<file path="src/tmcw_pkg.sv">
// ----------------------------------------------------------------------------
// tmcw_pkg
// Shared types and constants for the text-mode console writer: field widths,
// character codes and the controller/datapath command and status bundles.
// ----------------------------------------------------------------------------
package tmcw_pkg;

  localparam int CHAR_W     = 8;
  localparam int ATTR_W     = 8;
  localparam int CELL_W     = ATTR_W + CHAR_W;
  localparam int INDEX_W    = 11;
  localparam int OUT_ROW_W  = 5;
  localparam int OUT_COL_W  = 7;

  localparam logic [CHAR_W-1:0] BLANK_CHAR     = 8'h20;
  localparam logic [CHAR_W-1:0] NEWLINE_CHAR   = 8'h0A;
  localparam logic [CHAR_W-1:0] BACKSPACE_CHAR = 8'h08;
  localparam logic [ATTR_W-1:0] RESET_ATTR     = 8'h07;
  localparam logic [CELL_W-1:0] RESET_CELL     = {RESET_ATTR, BLANK_CHAR};

  localparam logic KIND_PUT  = 1'b0;
  localparam logic KIND_READ = 1'b1;

  // controller -> datapath
  typedef struct packed {
    logic capture;     // latch the incoming request
    logic exec;        // run the latched request (put or read)
    logic copy_step;   // scroll: move one cell up a line
    logic blank_step;  // scroll: blank one cell of the bottom line
    logic clear_step;  // post-reset fill of one cell
    logic load_out;    // load the result register
  } tmcw_cmd_t;

  // datapath -> controller
  typedef struct packed {
    logic scroll;      // exec of this put needs a scroll
    logic copy_last;   // last cell of the copy sweep
    logic scan_last;   // scan pointer at the last cell of the buffer
  } tmcw_sts_t;

endpackage

</file>
<file path="src/tmcw_ctrl.sv">
// ----------------------------------------------------------------------------
// tmcw_ctrl
// Sequencer for the console writer: reset clear sweep, request execution,
// scroll copy/blank sweeps and the result register handshake.
// ----------------------------------------------------------------------------
module tmcw_ctrl
  import tmcw_pkg::*;
(
  input  logic      clk,
  input  logic      rst,
  input  logic      in_valid,
  output logic      in_ready,
  output logic      out_valid,
  input  logic      out_ready,
  input  tmcw_sts_t sts,
  output tmcw_cmd_t cmd
);

  typedef enum logic [6:0] {
    S_CLEAR = 7'b0000001,
    S_IDLE  = 7'b0000010,
    S_EXEC  = 7'b0000100,
    S_COPY  = 7'b0001000,
    S_DRAIN = 7'b0010000,
    S_BLANK = 7'b0100000,
    S_DONE  = 7'b1000000
  } state_t;

  state_t state, state_next;
  logic   out_valid_next;

  always_comb begin
    state_next = state;
    cmd        = '0;
    in_ready   = 1'b0;
    unique case (state)
      S_CLEAR: begin
        cmd.clear_step = 1'b1;
        if (sts.scan_last) state_next = S_IDLE;
      end
      S_IDLE: begin
        in_ready = 1'b1;
        if (in_valid) begin
          cmd.capture = 1'b1;
          state_next  = S_EXEC;
        end
      end
      S_EXEC: begin
        cmd.exec   = 1'b1;
        state_next = sts.scroll ? S_COPY : S_DONE;
      end
      S_COPY: begin
        cmd.copy_step = 1'b1;
        if (sts.copy_last) state_next = S_DRAIN;
      end
      // last copied cell is written back this cycle
      S_DRAIN: state_next = S_BLANK;
      S_BLANK: begin
        cmd.blank_step = 1'b1;
        if (sts.scan_last) state_next = S_DONE;
      end
      S_DONE: begin
        if (!out_valid || out_ready) begin
          cmd.load_out = 1'b1;
          state_next   = S_IDLE;
        end
      end
      default: state_next = S_CLEAR;
    endcase
  end

  always_comb begin
    if (cmd.load_out) begin
      out_valid_next = 1'b1;
    end else if (out_ready) begin
      out_valid_next = 1'b0;
    end else begin
      out_valid_next = out_valid;
    end
  end

  always_ff @(posedge clk) begin
    if (rst) begin
      state     <= S_CLEAR;
      out_valid <= 1'b0;
    end else begin
      state     <= state_next;
      out_valid <= out_valid_next;
    end
  end

  a_accept_to_exec: assert property (@(posedge clk) disable iff (rst)
    in_valid && in_ready |=> state == S_EXEC)
    else $error("accepted request did not enter execution");

  a_one_action: assert property (@(posedge clk) disable iff (rst)
    $onehot0({cmd.clear_step, cmd.exec, cmd.copy_step, cmd.blank_step}))
    else $error("more than one buffer action in a cycle");

  a_no_accept_in_clear: assert property (@(posedge clk) disable iff (rst)
    state == S_CLEAR |-> !in_ready)
    else $error("request accepted during clear sweep");

  a_load_slot_free: assert property (@(posedge clk) disable iff (rst)
    cmd.load_out |-> !out_valid || out_ready)
    else $error("result register overwritten before taken");

endmodule

</file>
<file path="config.mk">
export PLATFORM = sky130hd
export DESIGN_NAME = tmcw_ctrl
export DESIGN_NICKNAME = d
export VERILOG_FILES = /design/src/tmcw_pkg.sv /design/src/tmcw_ctrl.sv
export SDC_FILE = /design/constraint.sdc
export NUM_CORES = 1
export LEC_CHECK = 0
export BUFFER_PORTS_ARGS = -buffer_cell sky130_fd_sc_hd__buf_4
export CAP_MARGIN = 20
export CORE_AREA = 2 2 39 41
export DETAILED_ROUTE_END_ITERATION = 6
export DIE_AREA = 0 0 41 43
export GPL_ROUTABILITY_DRIVEN = 0
export GPL_TIMING_DRIVEN = 1
export PLACE_DENSITY_LB_ADDON = 0.08
export SLEW_MARGIN = 25
export SYNTH_ARGS = -nofsm -noshare
export SYNTH_HDL_FRONTEND = slang
export SYNTH_SLANG_ARGS = --single-unit
</file>
<file path="constraint.sdc">
create_clock -name clk -period 2.98 [get_ports clk]
set_input_delay 0.149 -clock clk [delete_from_list [all_inputs] [get_ports clk]]
set_output_delay 0.149 -clock clk [all_outputs]
set_load 0.005 [all_outputs]
</file>
==> impl_summary.txt <==
----------------------------------------------------
[Setup path]
  Type of element capturing the critical path ... output pin
  Worst EP arrival ... around 1.8 ns
  Critical-path maximum fanout ... 6
  Worst Path Class, Setup ... flop to output pin
  Register-to-register setup slack ... about 1.4 ns
  Required arrival time at the worst endpoint ... 2.83 ns
  Delay of the slowest cell on the worst path ... around 0.6 ns
  Top cell family by delay on the critical path ... simple AND/OR/NAND/NOR gates
  RR Startpoint ... state[6]
  Cells along the critical path ... or4_4 -> nor3_1 -> nand2_1 -> inv_1 -> buf_4
  Cell at the slowest stage of the critical path ... sky130_fd_sc_hd__or4_4
  Category of the worst setup path launch point ... flop
  Critical path startpoint ... state[6]
  Count of cells along the worst register-to-register path ... 4
  Stages on worst setup path ... 5
  Combined buffer and inverter count along the critical path ... 2
  R2R Path End ... state[6]
  Worst setup path endpoint ... cmd[5]

[Logic synthesis]
  Parity-gate share of the synthesized area counting xor and xnor cells ... 6.619%
  Simple-gate portion of the synthesized area ... ~38%
  Number of enable flip-flop cells after synthesis ... 0
  Dominant combinational cell family by area after synthesis ... simple AND/OR/NAND/NOR gates
  Multiplexer fraction of the synthesized cell area ... 0%
  Number of library cell types mapped by synthesis ... 31
  Fraction of the mapped netlist area in adder cells ... 0%
  Seq/Total Area, Yosys ... between 30 and 40%
  FF+latch count, synth ... 8
  Area leader, netlist ... sky130_fd_sc_hd__dfxtp_1
  Cell with the most instances after synthesis ... sky130_fd_sc_hd__dfxtp_1
  Proportion of register bits with asynchronous set or reset after synthesis ... 0%
  Synth top cells by count ... 8 x sky130_fd_sc_hd__dfxtp_1, 6 x sky130_fd_sc_hd__nor2_1, 5 x sky130_fd_sc_hd__inv_1
  Mapped Nets ... 72
  Top post-synthesis cells by area ... sky130_fd_sc_hd__dfxtp_1 30%, sky130_fd_sc_hd__xor2_1 5.0%, sky130_fd_sc_hd__nor4b_4 4.5%
  Count of yosys warnings during synthesis ... 0
  Synth Area per Inst ... a little over 8 sq um
  Synthesized instance count ... 65
  Most used DFF post-synth ... sky130_fd_sc_hd__dfxtp_1
  Compound-gate portion of the synthesized area ... between 15 and 20%
  Cell Area, Synth ... 529.3 sq um
  Area share of the leading cell type in the synthesized netlist ... 30.26%

[Detailed routing]
  Post-route DRC violation count ... 0
  Starting DRC count in detailed routing ... 17
  Post-detailed-routing wire length ... approximately 1200 microns
  Antenna viol nets, final ... 0
  Number of vias after detailed routing ... around 540
  DR WL/cell ... about 13 microns
  TritonRoute pass-1 iters ... 4
  Via-to-Cell Ratio ... roughly 5.7

[Timing]
  Total count of max-transition violations in the final report ... 0
  Summed negative setup slack over all endpoints ... 0 ns
  Maximum achievable frequency ... 527.5 MHz
  Share of the cycle needed by the critical path after routing ... a little under two thirds
  Number of endpoints failing setup at the final stage ... 0
  Worst setup slack after layout ... 1.084 ns
  RSZ-0062 raised after global routing ... no
  Slew @ Worst Pin ... roughly 0.38 ns
  Final Skew ... 0.003627 ns
  Period minus WS final ... between 1.5 and 2 ns
  Number of hold-slack violations in the final timing report ... 0
  Worst max-slew margin expressed relative to the limit ... 74.54%

[Finish]
  Proportion of layout cells with a drive suffix above 1 ... 25.64%
  Number of nets in the final layout ... 87
  Utilization after layout ... 47.29%
  Diode insertion count for antenna repair ... 0
  Area added between synthesis and finish ... 23.64%
  Number of fillers in the final layout ... roughly 160

[Floorplanning]
  Horizontal extent of the die ... 41 microns
  Die height ... between 40 and 50 microns
  Die area ... between 0.0015 and 0.002 sq mm
  Starting Density ... a little under two fifths
  # IOs ... 15
  Cell row count ... 14
  Core Footprint ... 0.001384 sq mm

[Clock network]
  Postcts setup bufs ... 0
  CTS clk-pin slew, worst paths ... roughly 0.060 ns
  Number of clock sinks ... 8
  # resized after CTS ... 0
  CTS tree ... done
  # H-tree levels ... 1
  Number of hold buffers added after cts ... 0
  Root buffer cell ... sky130_fd_sc_hd__clkbuf_4
  Insertion delay of the later-clocked pin in the worst-skew pair ... around 0.25 ns
  Cts bufs inserted ... 3
  Worst-case clock buffer depth ... 2

[Global route]
  GRT Resource Usage Total ... 14.80%
  First-pass GRT wire length ... 1752 microns
  Pin count of the biggest net entering global routing ... 11
  Overflow left after global routing ... 0
  Number of global-route vias before repair ... 431
  Initial antenna violation count ... 0

[Placed design]
  Post-placement setup slack ... between 1 and 1.5 ns
  IO buf count ... 14
  Post-DP HPWL ... 949.1 microns

[Pwr]
  Power density over the cells ... between 500 and 600 mW/mm^2
  Leakage Power ... 0.2992 nW
  Worst VDD drop ... approximately 0.26 mV

[Worst hold path]
  Class of the most critical hold timing path ... primary input to flop

[Job]
  Max-cap violations ... 0

[Run status]
  Outcome ... complete, no violations

----------------------------------------------------
==> cell usage in the layout (no fill, tap or decap), types with 3 or more instances in the layout <==
| master | n |
|---|---|
| sky130_fd_sc_hd__clkbuf_4 | 3 |
| sky130_fd_sc_hd__dfxtp_1 | 8 |
| sky130_fd_sc_hd__buf_4 | 14 |
| sky130_fd_sc_hd__nor2_1 | 6 |
| sky130_fd_sc_hd__o21ai_0 | 4 |
| sky130_fd_sc_hd__xor2_1 | 3 |
| sky130_fd_sc_hd__inv_1 | 5 |
| sky130_fd_sc_hd__nand2_1 | 4 |
| sky130_fd_sc_hd__nor3_1 | 3 |
==> sequential cells by signal, indices dropped and copies added, names as in the netlist <==
name       flops
out_valid      1
state          7
==> through the flow <==
step	cells	instance area (sq um)	total power [mW]	hold WS (ns)
2_1_floorplan	65	529.3	0.2160	0.2181
3_3_place_gp	91	631.9	0.2489	0.3382
3_5_place_dp	91	631.9	0.2485	0.3420
4_1_cts	94	654.4	0.3328	0.07431
5_1_grt	94	654.4	0.3520	0.07776
6_report	94	654.4	0.3284	0.08068
==> power by group <==
group / leakage (nW) / total [mW] / switching (mW) / internal, mW
registers: 0.0650 / 0.145 / 0.0274 / 0.117
logic: 0.220 / 0.101 / 0.0480 / 0.0529
clock network: 0.0138 / 0.0830 / 0.0369 / 0.0461
total: 0.299 / 0.328 / 0.112 / 0.216
==> kinds of logic after synthesis <==
kind of cell	Yosys count
xor gates and xnor gates	4
DFF	8
buffers and inverters	9
and+or+nand+nor	30
AOI/OAI and AO/OA	14
==> area by class of cell <==
cell class	instances	area [sq um]	share of cell area, %
inverters	5	18.77	2.868
repair buffers	14	105.1	16.06
well taps	16	20.02	3.059
multi-input cells	48	327.8	50.10
clock buffers	3	22.52	3.442
flip-flops and latches	8	160.2	24.47
==> worst min-delay path by stage <==
stage / startpoint / end / slack, ns / cells after the start
after global routing: rst / out_valid / 0.08 / 2
after CTS: rst / out_valid / 0.07 / 2
final: rst / out_valid / 0.08 / 2
after floorplan: rst / out_valid / 0.22 / 1
after global placement: rst / out_valid / 0.34 / 2
after detailed placement: rst / out_valid / 0.34 / 2
==> per-layer routing <==
metal	vias up	routed length, microns	global-route usage, %
met1	244	532	20.45
met4	0	24	8.000
met2	25	566	20.63
met5	-	0	0
met3	4	100	3.141
li1	266	-	-
==> worst reg2reg max path, stage by stage, from the launching register on <==
cell and delay (ns):
sky130_fd_sc_hd__dfxtp_1 0.36, sky130_fd_sc_hd__or4_4 0.60, sky130_fd_sc_hd__nor4b_4 0.31, sky130_fd_sc_hd__a21o_1 0.14
sky130_fd_sc_hd__a31o_1 0.14
Note: power is estimated with default switching activity, not from simulation.
